File: src/hdl/fpri_pkg.sv
// Package for the floating-point round-to-integral block: modes, widths, constants.
package fpri_pkg;

    localparam int unsigned DATA_W = 64;
    localparam int unsigned MODE_W = 3;

    typedef enum logic [MODE_W-1:0] {
        MODE_RNE = 3'd0,
        MODE_RTZ = 3'd1,
        MODE_RDN = 3'd2,
        MODE_RUP = 3'd3,
        MODE_RMM = 3'd4
    } t_round_mode;

    localparam logic [63:0] ONE_D = 64'h3FF0000000000000;
    localparam logic [31:0] ONE_S = 32'h3F800000;
    localparam logic [5:0]  MBITS_D = 6'd52;
    localparam logic [5:0]  MBITS_S = 6'd23;
    localparam logic [10:0] BIAS_D = 11'd1023;
    localparam logic [10:0] BIAS_S = 11'd127;

endpackage

File: src/hdl/fp_round_to_integral.sv
// Top level: rounds binary32/binary64 encodings to integral values, one request per cycle.
// Each request goes from the input register through one pass of mask, compare and add
// logic into a result register. A new request is accepted
// every cycle; only a stalled result register with a full input register holds s_tready
// low. Rounding mode codes: 0 nearest-even, 1 toward zero, 2 down, 3 up, 4 nearest-max-
// magnitude, 5..7 take the mode written on i_cfg_wdata (dynamic mode register, reset 0).
// NaN payloads, infinities, zeros and large magnitudes pass through unchanged.
module fp_round_to_integral (
    input  logic        i_clk,
    input  logic        i_rst_n,
    input  logic        i_cfg_we,
    input  logic [2:0]  i_cfg_wdata,
    input  logic        s_tvalid,
    output logic        s_tready,
    input  logic [63:0] s_tdata,   // [63:0] value_bits
    input  logic [3:0]  s_tuser,   // [0] is_double, [3:1] round_mode
    output logic        m_tvalid,
    input  logic        m_tready,
    output logic [63:0] m_tdata    // [63:0] rounded_bits
);

    logic [2:0]  r_dyn_mode;
    logic        r_in_valid;
    logic [63:0] r_in_bits;
    logic        r_in_dbl;
    logic [2:0]  r_in_mode;
    logic        r_out_valid;
    logic [63:0] r_out_bits;
    logic [63:0] n_out_bits;
    logic        in_adv;

    // Hold the dynamic mode register
    always_ff @(posedge i_clk) begin
        if (!i_rst_n) begin
            r_dyn_mode <= 3'd0;
        end else if (i_cfg_we) begin
            r_dyn_mode <= i_cfg_wdata;
        end
    end

    // Advance the input stage when the result stage can take it
    assign in_adv   = r_in_valid && (!r_out_valid || m_tready);
    assign s_tready = !r_in_valid || in_adv;

    always_ff @(posedge i_clk) begin
        if (!i_rst_n) begin
            r_in_valid <= 1'b0;
        end else if (s_tready) begin
            r_in_valid <= s_tvalid;
        end
    end

    always_ff @(posedge i_clk) begin
        if (s_tready && s_tvalid) begin
            r_in_bits <= s_tdata;
            r_in_dbl  <= s_tuser[0];
            r_in_mode <= s_tuser[3:1];
        end
    end

    // Rounding datapath
    logic [2:0]  mode;
    logic [63:0] u;
    logic        sgn;
    logic [10:0] bexp;
    logic [11:0] e;
    logic        mag_zero;
    logic [5:0]  mbits;
    logic [5:0]  sh;
    logic [63:0] mmask;
    logic [63:0] frac;
    logic [63:0] half;
    logic [63:0] step;
    logic        away;
    logic [63:0] res;

    always_comb begin
        mode = (r_in_mode > 3'(fpri_pkg::MODE_RMM)) ? r_dyn_mode : r_in_mode;
        if (r_in_dbl) begin
            u        = r_in_bits;
            sgn      = u[63];
            bexp     = u[62:52];
            e        = {1'b0, bexp} - {1'b0, fpri_pkg::BIAS_D};
            mag_zero = (u[62:0] == 63'd0);
            mbits    = fpri_pkg::MBITS_D;
        end else begin
            u        = {32'd0, r_in_bits[31:0]};
            sgn      = u[31];
            bexp     = {3'd0, u[30:23]};
            e        = {1'b0, bexp} - {1'b0, fpri_pkg::BIAS_S};
            mag_zero = (u[30:0] == 31'd0);
            mbits    = fpri_pkg::MBITS_S;
        end
        sh    = e[5:0];
        mmask = ((64'd1 << mbits) - 64'd1) >> sh;
        frac  = u & mmask;
        half  = (64'd1 << (mbits - 6'd1)) >> sh;
        step  = (64'd1 << mbits) >> sh;
        away  = 1'b0;
        if (!e[11] && (e >= {6'd0, mbits}) || mag_zero) begin
            res = u;
        end else if (e[11]) begin
            // Magnitude below one: signed zero or signed one
            case (mode)
                3'(fpri_pkg::MODE_RNE): away = (e == 12'hFFF) &&
                                               ((u & ((64'd1 << mbits) - 64'd1)) != 64'd0);
                3'(fpri_pkg::MODE_RMM): away = (e == 12'hFFF);
                3'(fpri_pkg::MODE_RDN): away = sgn;
                3'(fpri_pkg::MODE_RUP): away = !sgn;
                default:                away = 1'b0;
            endcase
            if (r_in_dbl) begin
                res = {sgn, 63'd0} | (away ? fpri_pkg::ONE_D : 64'd0);
            end else begin
                res = {32'd0, sgn, 31'd0} | (away ? {32'd0, fpri_pkg::ONE_S} : 64'd0);
            end
        end else begin
            case (mode)
                3'(fpri_pkg::MODE_RNE): away = (frac > half) ||
                                               ((frac == half) && ((u & step) != 64'd0));
                3'(fpri_pkg::MODE_RMM): away = (frac >= half);
                3'(fpri_pkg::MODE_RDN): away = sgn && (frac != 64'd0);
                3'(fpri_pkg::MODE_RUP): away = !sgn && (frac != 64'd0);
                default:                away = 1'b0;
            endcase
            res = (u & ~mmask) + (away ? step : 64'd0);
            if (!r_in_dbl) begin
                res = {32'd0, res[31:0]};
            end
        end
        n_out_bits = res;
    end

    // Result register
    always_ff @(posedge i_clk) begin
        if (!i_rst_n) begin
            r_out_valid <= 1'b0;
        end else if (!r_out_valid || m_tready) begin
            r_out_valid <= r_in_valid;
        end
    end

    always_ff @(posedge i_clk) begin
        if (in_adv) begin
            r_out_bits <= n_out_bits;
        end
    end

    assign m_tvalid = r_out_valid;
    assign m_tdata  = r_out_bits;

    // Checks
    a_out_hold: assert property (@(posedge i_clk) disable iff (!i_rst_n)
        r_out_valid && !m_tready |=> r_out_valid && $stable(r_out_bits))
        else $error("result changed while stalled");
    a_ready: assert property (@(posedge i_clk) disable iff (!i_rst_n)
        !r_in_valid |-> s_tready)
        else $error("ready low with empty input stage");
    a_single_upper: assert property (@(posedge i_clk) disable iff (!i_rst_n)
        in_adv && !r_in_dbl |=> r_out_bits[63:32] == 32'd0)
        else $error("binary32 result upper bits set");
    a_adv: assert property (@(posedge i_clk) disable iff (!i_rst_n)
        in_adv |=> r_out_valid)
        else $error("advanced request lost");

endmodule

File: config.mk
export PLATFORM = sky130hd
export DESIGN_NAME = fp_round_to_integral
export DESIGN_NICKNAME = d
export VERILOG_FILES = /design/src/hdl/fpri_pkg.sv /design/src/hdl/fp_round_to_integral.sv
export SDC_FILE = /design/constraint.sdc
export NUM_CORES = 1
export LEC_CHECK = 0
export BUFFER_PORTS_ARGS = -buffer_cell sky130_fd_sc_hd__buf_4
export CORE_MARGIN = 1.5
export CORE_UTILIZATION = 45
export CTS_CLUSTER_SIZE = 24
export DETAILED_ROUTE_END_ITERATION = 8
export PLACE_DENSITY = 0.67
export SETUP_SLACK_MARGIN = 0.1
export SYNTH_ARGS = -nofsm -noshare
export SYNTH_HDL_FRONTEND = slang
export SYNTH_SLANG_ARGS = --single-unit
export TNS_END_PERCENT = 1
File: constraint.sdc
create_clock -name i_clk -period 11.69 [get_ports i_clk]
set_input_delay 1.7535 -clock i_clk [delete_from_list [all_inputs] [get_ports i_clk]]
set_output_delay 1.7535 -clock i_clk [all_outputs]
set_load 0.03 [all_outputs]
Yosys cells after proc, flatten, opt, wreduce, memory -nomap -nowiden
Index checks and enable logic that the tools add are counted.

Bits in registers: 137. Bits in latches: 0. Memory bits (writable): 0. Bits in read-only memories: 0. Logic and storage cells: 73. Memories: 0.

$add $sub $neg: 5. Multipliers: 0. Divide/modulo/power cells: 0. $lt $le $gt $ge: 4. Equal/unequal tests: 5. Shift operators: 5. Multiplexer cells: 19. Bitwise operators: 7. Reduce and logical (&&, ||, !) cells: 21.

Operator list (count): $mux W64 (6); $and A64 B64 Y64 (4); $reduce_bool A64 Y1 (3); $shr A64 B6 Y64 (3); $shl A1 B6 Y64 const A (2); $add A64 B64 Y64 (1); $eq A64 B64 Y1 (1); $ge A64 B64 Y1 (1); $gt A64 B64 Y1 (1); $not A64 Y64 (1); $or A64 B62 Y64 (1); $sub A64 B1 Y64 const B (1); $logic_not A63 Y1 (1); $mux W62 (1); $or A32 B30 Y32 (1); $logic_not A31 Y1 (1); $mux W30 (1); $eq A12 B12 Y1 const B (1); $ge A12 B6 Y1 (1); $mux W12 (1); $sub A11 B10 Y12 const B (1); $sub A8 B7 Y9 const B (1); $pmux W1 S4 (2); $logic_and A1 B1 Y1 (7); 10 further kinds (22).

Logic depth before layout (Yosys ltp)
Gate-level depths: netlist of the first run.

Word-level depth: 16. Gate-level depth with buffers: 39. Gate-level depth less buffers: 35.

Worst setup path before layout of the first run
OpenSTA, ideal clock, no wires.

Kind: reg2reg. From: register r_in_bits[52]. To: register r_out_bits[44] (netlist: m_tdata[44]), data pin. Setup time: 265 ps. Arrival time: 8064 ps. Required time: 11425 ps. Setup slack: 3361 ps. Cell stages (with the launch flop): 40. Buffers on the path: 4. Clock period less this slack: 8329 ps. Cell sequence: edfxtp_1 clkbuf_1 clkbuf_1 inv_1 ha_1 clkbuf_1 nand2_1 nand2_1 inv_1 ha_1 nand2b_1 o22ai_1 a211oi_1 nor4_1 o21ai_0 inv_1 ha_1 a21o_1 [... 4 more ...] o21ai_0 a31oi_1 a2111o_1 a2bb2oi_4 buf_4 nor3_1 ha_1 fa_1 a21o_1 a221oi_1 o2bb2ai_1 o21a_1 o31a_1 a311oi_1 o31a_1 o2111ai_1 and3_1 or3_1.

Word-level cells in the longest chain between the ends: 15.

Ends and longest elaborated chain: from (decl) (line fp_round_to_integral.sv:24) `logic [63:0] r_in_bits;`; from (signal assigned) (line fp_round_to_integral.sv:55) `r_in_bits <= s_tdata;`; parallel branches: the longest is 14 deep, another holds $gt A64 B64 Y1; $mux W64 * (line fp_round_to_integral.sv:100) `if (!e[11] && (e >= {6'd0, mbits}) || mag_zero) begin`; via n_out_bits[44] (line fp_round_to_integral.sv:29) `logic [63:0] n_out_bits;`; to (signal assigned) (line fp_round_to_integral.sv:145) `r_out_bits <= n_out_bits;`; to (decl) (line fp_round_to_integral.sv:28) `logic [63:0] r_out_bits;`.

Mark *: on every way through the listed nets, which the timed path passes. The select of a mux whose other input is x is not followed. A chain may end at the register's enable or synchronous reset.

Worst setup path in the final report of the first run
From: register r_in_bits[53]. To: register r_out_bits[56] (netlist: m_tdata[56]), data pin.

The elaborated chain is that of the path after synthesis.

==> results of run 1 <==
## metrics by stage
| step | instances | util (%) | power [mW] | cell area (um^2) | setup WS [ns] |
|---|---|---|---|---|---|
| after floorplan | 1702 | - | 0.927 | 13800 | 3.36 |
| after global placement | 2184 | 50.5 | 1.13 | 15400 | 2.25 |
| after detailed placement | 2184 | 50.5 | 1.13 | 15400 | 2.12 |
| after CTS | 2216 | 52.5 | 1.72 | 16000 | 2.08 |
| after global routing | 2216 | 52.5 | 1.79 | 16000 | 1.26 |
| final | 2216 | 52.5 | 1.74 | 16000 | 1.66 |
## worst max path at each step
| stage | start | end | slack (ns) | cells after the start |
|---|---|---|---|---|
| final | r_in_bits[53]$_DFFE_PP_ | m_tdata[56]$_DFFE_PP_ | 1.66 | 32 |
| after global placement | r_in_bits[52]$_DFFE_PP_ | m_tdata[56]$_DFFE_PP_ | 2.25 | 32 |
| after floorplan | r_in_bits[52]$_DFFE_PP_ | m_tdata[44]$_DFFE_PP_ | 3.36 | 39 |
| after CTS | r_in_bits[52]$_DFFE_PP_ | m_tdata[56]$_DFFE_PP_ | 2.08 | 33 |
| after global routing | r_in_bits[53]$_DFFE_PP_ | m_tdata[56]$_DFFE_PP_ | 1.26 | 32 |
| after detailed placement | r_in_bits[53]$_DFFE_PP_ | m_tdata[56]$_DFFE_PP_ | 2.12 | 32 |
## critical path: cells and delay by family, from the launching register on
family	cells	cell delay [ns]
mux	1	1.06
simple gates	8	2.01
fa+ha+maj	4	1.24
compound gates	15	3.97
flops	1	0.54
buf+inv	4	0.91
## state kept, by name, summed over array words and instances, names as in the netlist
| register | flops |
|---|---|
| r_in_mode | 3 |
| r_in_valid | 1 |
| r_in_dbl | 1 |
| r_dyn_mode | 3 |
| r_in_bits | 64 |
| m_tvalid | 1 |
| m_tdata | 64 |
## routing by layer
metal  vias up  wire, um
li1       6702         -
met1      7308     27200
met2      1009     25600
met3       164      7090
met4         0      2800
met5         -         0
## logic make-up (layout without fill, tap and decap cells)
| kind of cell | Yosys count | count (layout) | share of synthesized area (%) |
|---|---|---|---|
| AND/OR/NAND/NOR | 682 | 682 | 24.5 |
| AO/OA/AOI/OAI | 530 | 530 | 25.6 |
| buffers and inverters | 161 | 279 | 4.80 |
| flip-flops | 137 | 137 | 29.4 |
| adder cells (fa/ha/maj) | 111 | 111 | 10.1 |
| XOR/XNOR | 55 | 55 | 3.54 |
| multiplexers | 26 | 26 | 2.09 |
## report_power, final
part	total, mW	internal, mW	switching (mW)
combinational	0.529	0.174	0.355
clock	0.595	0.359	0.236
sequential	0.614	0.574	0.0399
## placed cells by master, fill, tap and decap left out, types with 8 or more instances in the layout
cell,instances
nand2_1,174
nor2_1,134
a21boi_0,12
mux2i_1,19
xor2_1,17
o21ai_0,96
clkbuf_16,17
and2_1,29
a31oi_1,33
nor2b_1,23
a221o_1,8
o21bai_1,13
xnor2_1,37
a21o_1,51
o22ai_1,19
a21oi_1,125
or2_2,12
a22o_1,14
nand3_1,75
or3_1,20
a211oi_1,12
nor4_1,33
buf_4,195
o41ai_1,8
nor3_1,58
nand2b_1,14
nand4_1,42
ha_1,110
o21a_1,19
edfxtp_1,132
inv_1,52
o211ai_1,14
and3_1,35
o31ai_1,11
a22oi_1,13
## area by class of cell
cell class / count / share of cell area, %
clock buffers: 19 / 2.71
clock inverters: 13 / 1.20
inverters: 52 / 1.22
multi-input cells: 1404 / 57.2
flip-flops and latches: 137 / 25.4
well taps: 396 / 3.10
repair buffers: 195 / 9.16
==> impl_metrics.json, run 1 <==
{
  "status": "finished, violations left",
  "violations": "capacitance limit, slew limit",
  "use_met2_pct": 56.0,
  "cts-buffers-inserted": 17,
  "endpoint_kind": "register",
  "yosys-top-cells-count": "nand2_1 (174), nor2_1 (136), edfxtp_1 (132)",
  "r2r_setup_slack_ns": 1.66,
  "finalHoldViolCount": 0,
  "syn_to_final_growth_pct": 15.6,
  "grt_overflow": 0,
  "antenna_found_initial": 0,
  "min_period_over_period_pct": 85.8,
  "drive_above_1_share_pct": 14.2,
  "grt_max_degree": 69,
  "ant_nets": 0,
  "hold_path_depth": 2,
  "finalMaxSlewViolations": 4,
  "cap_violations": 1,
  "clock-sinks": 137,
  "die_h_um": 178,
  "wl_per_cell_um": 28.3,
  "ys_seq_area_share_pct": 29.4,
  "htree_levels": 4,
  "antennaDiodeCount": 0,
  "clk_pin_slew_ns": 0.07,
  "cts_resized": 0,
  "whs_ns": 0.532,
  "met3_usage_pct": 9.87,
  "synthDistinctLibCells": 84,
  "multi_input_area_um2": 9150,
  "grtUsageTotal_pct": 39.3,
  "synthTopCellsByArea": "edfxtp_1 (29%), ha_1 (9.9%), nand2_1 (4.7%)",
  "synth_fp_nets": 1889,
  "worstPathArrival_ns": 10.22,
  "skew_ns": 0.0105,
  "cts_setup_buffers": 0,
  "slowest_delay_ns": 1.06,
  "rsz0062_at_grt": "false",
  "path_class": "register to register",
  "pin_count": 142,
  "cts_tree": "done",
  "wirelength_um": 62800,
  "nets": 1994,
  "cts_root_buf": "clkbuf_16",
  "critPathSlowestCell": "mux2i_2",
  "numPortBuffers": 141,
  "place.gp.congestion": 1.05,
  "syn-cell-area_um2": 13800,
  "p_leak_nw": 6.69,
  "syn-instance-count": 1702,
  "drt_iter0_drc": 2176,
  "cts_hold_buffers": 0,
  "slew_headroom_pct": -4.78,
  "syn-mean-instance-area_um2": 8.13,
  "cts_buffer_depth": 2,
  "tns_ns": 0,
  "peakVddDrop_mv": 0.0927,
  "min_path_type": "register to register",
  "ys_warn_count": 0,
  "reg2reg_depth": 32,
  "gr-usage-met1_pct": 55.8,
  "fp.dieArea_um2": 31800,
  "ys_seq_elements": 137,
  "clock_latency_ns": 0.46,
  "dominantRegCellSynth": "edfxtp_1",
  "hold-path-endpoint": "r_dyn_mode[2]$_SDFFE_PN0P_",
  "max_freq_mhz": 99.7,
  "drc": 0,
  "period_needed_ns": 10.03,
  "start_util_pct": 45.5,
  "synth_edf_count": 132,
  "nFillCells": 2966,
  "synth_top_area_share_pct": 28.7,
  "hpwl_um": 48400,
  "setup_viol": 0,
  "ys_async_sr_fraction_pct": 0,
  "crit_required_ns": 11.88,
  "post_drt_via_cell_ratio": 6.85,
  "dieWidth_um": 178,
  "core_area_um2": 30400,
  "num_vias": 15183,
  "hold_start": "r_dyn_mode[2]$_SDFFE_PN0P_",
  "first_pass_iters": 6,
  "seq_area_um2": 4060,
  "grt_pass1_vias": 13955,
  "synth.largest_area_cell": "edfxtp_1",
  "yosysMostFrequentCell": "nand2_1",
  "reg2reg_to": "m_tdata[56]$_DFFE_PP_",
  "power_density_nw_per_um2": 109,
  "crit_fanout": 24,
  "top_usage_layer": "met2",
  "start_kind": "register",
  "grt_pass1_wl_um": 90800,
  "worst_pin_slew_ns": 1.56,
  "r2r_start": "r_in_bits[53]$_DFFE_PP_",
  "fp-row-count": 64
}
(Power assumes the default switching activity.)
==> run 2, diff against run 1 <==
--- a/config.mk
+++ b/config.mk
@@ -5,12 +5,14 @@
 export SDC_FILE = /design/constraint.sdc
 export NUM_CORES = 1
 export LEC_CHECK = 0
+export ABC_AREA = 1
 export BUFFER_PORTS_ARGS = -buffer_cell sky130_fd_sc_hd__buf_4
 export CORE_MARGIN = 1.5
 export CORE_UTILIZATION = 45
 export CTS_CLUSTER_SIZE = 24
 export DETAILED_ROUTE_END_ITERATION = 8
-export PLACE_DENSITY = 0.67
+export HOLD_SLACK_MARGIN = 0.1
+export PLACE_DENSITY = 0.66
 export SETUP_SLACK_MARGIN = 0.1
 export SYNTH_ARGS = -nofsm -noshare
 export SYNTH_HDL_FRONTEND = slang
==> run 2 against run 1 <==
Net effect:
- the flow now finishes without violations
- sequential power decreased by 2%
- utilization decreased by 1.3 points
- clock skew increased by 0.010 ns
- fmax increased by 8.2%
- first-iteration DRC count increased by 24%
- critical path type unchanged
- register-to-register slack improved by 0.76 ns
- critical path depth increased by 7
- via count increased by 14%
- non-clock buffer count decreased by 47
- combinational power increased by 4.2%
- highest routed layer unchanged
- die area increased by 7.2%
==> impl_metrics.json, run 2 <==
{
  "antennaDiodeCount": 0,
  "syn-instance-count": 2284,
  "synth_edf_count": 132,
  "synth-adder-area-share_pct": 9.41,
  "peakVddDrop_mv": 0.117,
  "post_drt_via_cell_ratio": 6.09,
  "yosysMostFrequentCell": "nand2_1",
  "first_pass_iters": 8,
  "ys_seq_area_share_pct": 27.4,
  "start_util_pct": 45.6,
  "grt_overflow": 0,
  "hold_start": "r_dyn_mode[2]$_SDFFE_PN0P_",
  "grt_pass1_wl_um": 99100,
  "cts_tree": "done",
  "wirelength_um": 69400,
  "die_h_um": 185,
  "ys_async_sr_fraction_pct": 0,
  "clock_latency_ns": 0.47,
  "utilization_pct": 51.2,
  "cts_resized": 0,
  "numPortBuffers": 141,
  "preCtsSetupSlack_ns": 2.86,
  "critPathSlowestCell": "nand3_1",
  "path_class": "register to register",
  "layout_commonest_cell": "nand2_1",
  "min_period_over_period_pct": 79.3,
  "cts_root_buf": "clkbuf_16",
  "pin_count": 142,
  "synth_xor_area_share_pct": 2.71,
  "synth_top_area_share_pct": 26.7,
  "final_cell_area_um2": 16700,
  "slowest_delay_ns": 0.66,
  "clk_pin_slew_ns": 0.07,
  "max_freq_mhz": 108,
  "ant_nets": 0,
  "period_needed_ns": 9.27,
  "grt_pass1_vias": 15892,
  "p_leak_nw": 8.11,
  "crit_required_ns": 11.90,
  "nets": 2574,
  "cap_violations": 0,
  "status": "complete, no violations",
  "slew_headroom_pct": 19.7,
  "endpoint_kind": "register",
  "clock-sinks": 137,
  "cts_buffer_depth": 2,
  "nFillCells": 3469,
  "finalMaxSlewViolations": 0,
  "core_area_um2": 32500,
  "setup_viol": 0,
  "cts-buffers-inserted": 17,
  "num_vias": 17318,
  "dieWidth_um": 185,
  "finalHoldViolCount": 0,
  "tns_ns": 0,
  "drt_iter0_drc": 2701,
  "synth_fp_nets": 2471,
  "synth_compound_area_share_pct": 15.8,
  "ys_seq_elements": 137,
  "syn_to_final_growth_pct": 12.3,
  "yosys.area_share.simple_pct": 33.3,
  "drive_above_1_share_pct": 9.63,
  "crit_path_start": "r_in_dbl$_DFFE_PP_",
  "power_density_nw_per_um2": 104,
  "path_delay_family": "simple AND/OR/NAND/NOR gates",
  "dpl_cell_area_um2": 16100,
  "synthTopCellsByArea": "edfxtp_1 (27%), nand2_1 (15%), ha_1 (9.3%)",
  "rsz0062_at_grt": "false",
  "dominantRegCellSynth": "edfxtp_1",
  "start_kind": "register",
  "place.gp.congestion": 1.18,
  "min_path_type": "register to register",
  "drc": 0,
  "synthDistinctLibCells": 44,
  "fp-row-count": 66,
  "hpwl_um": 56600,
  "worst_pin_slew_ns": 1.21,
  "syn-mean-instance-area_um2": 6.50,
  "cts_setup_buffers": 0,
  "yosys-top-cells-count": "nand2_1 (609), inv_1 (318), nor2_1 (259)",
  "synth_top_family_by_area": "simple AND/OR/NAND/NOR gates",
  "crit_buf_inv": 5,
  "synth.largest_area_cell": "edfxtp_1",
  "cts_hold_buffers": 0,
  "synthMuxAreaShare_pct": 0,
  "antenna_found_initial": 0,
  "fp.dieArea_um2": 34100,
  "cp_common_cell": "nand2_1",
  "syn-cell-area_um2": 14800,
  "htree_levels": 4,
  "worstPathArrival_ns": 9.48,
  "wl_per_cell_um": 24.4,
  "grt_max_degree": 69,
  "skew_ns": 0.0210,
  "grtUsageTotal_pct": 40.5,
  "ys_warn_count": 0,
  "r2r_start": "r_in_dbl$_DFFE_PP_",
  "final_cell_mix": "nand2_1 (609), inv_1 (317), nor2_1 (259)",
  "setup_slack_ns": 2.42,
  "crit_fanout": 61
}
==> run 2: report_power, final <==
group	switching [mW]	internal, mW	total (mW)
Combinational	0.403	0.148	0.551
Sequential	0.0270	0.573	0.600
Clock	0.245	0.335	0.580
Total	0.676	1.06	1.73
==> run 2: kinds of logic after synthesis <==
logic type	Yosys count
XOR/XNOR	46
adder cells (fa/ha/maj)	111
AO/OA/AOI/OAI	433
buffers and inverters	392
AND/OR/NAND/NOR	1165
flip-flops	137
==> run 2: final cells by class <==
| class | instances | area (um^2) | area share [%] |
|---|---|---|---|
| Clock inverter | 15 | 173 | 1.04 |
| Multi-Input combinational cell | 1755 | 9110 | 54.7 |
| Clock buffer | 17 | 425 | 2.55 |
| Tap cell | 442 | 553 | 3.32 |
| Sequential cell | 137 | 4060 | 24.4 |
| Timing Repair Buffer | 148 | 1110 | 6.66 |
| Inverter | 328 | 1230 | 7.40 |
==> run 2: path summary, 6_finish.rpt <==
path | slack, ns | cells after the start | end
worst max-delay path | 2.42 | 39 | m_tdata[56]$_DFFE_PP_
worst max register to register | 2.42 | 39 | m_tdata[56]$_DFFE_PP_
worst min register to register | 0.47 | 2 | r_dyn_mode[2]$_SDFFE_PN0P_
worst min-delay path | 0.47 | 2 | r_dyn_mode[2]$_SDFFE_PN0P_
==> run 2: stage by stage <==
step                instances  hold slack [ns]  power, mW
detailed placement       2810            0.459       1.13
global route             2842            0.529       1.78
global placement         2810            0.467       1.13
CTS                      2842            0.474       1.70
floorplan                2284            0.424      0.951
finish                   2842            0.474       1.73
==> run 2: worst min-delay path, stage by stage, from the launching register on <==
cell and delay, ns:
dfxtp_1 0.30, inv_1 0.07, a21oi_1 0.06
==> run 2: per-layer routing <==
layer,global-route usage [%],share of wire (%),vias up
met5,0,0,-
li1,-,-,7778
met3,12.2,14,232
met1,55.4,41,7999
met4,18.9,5.6,0
met2,58.0,40,1309
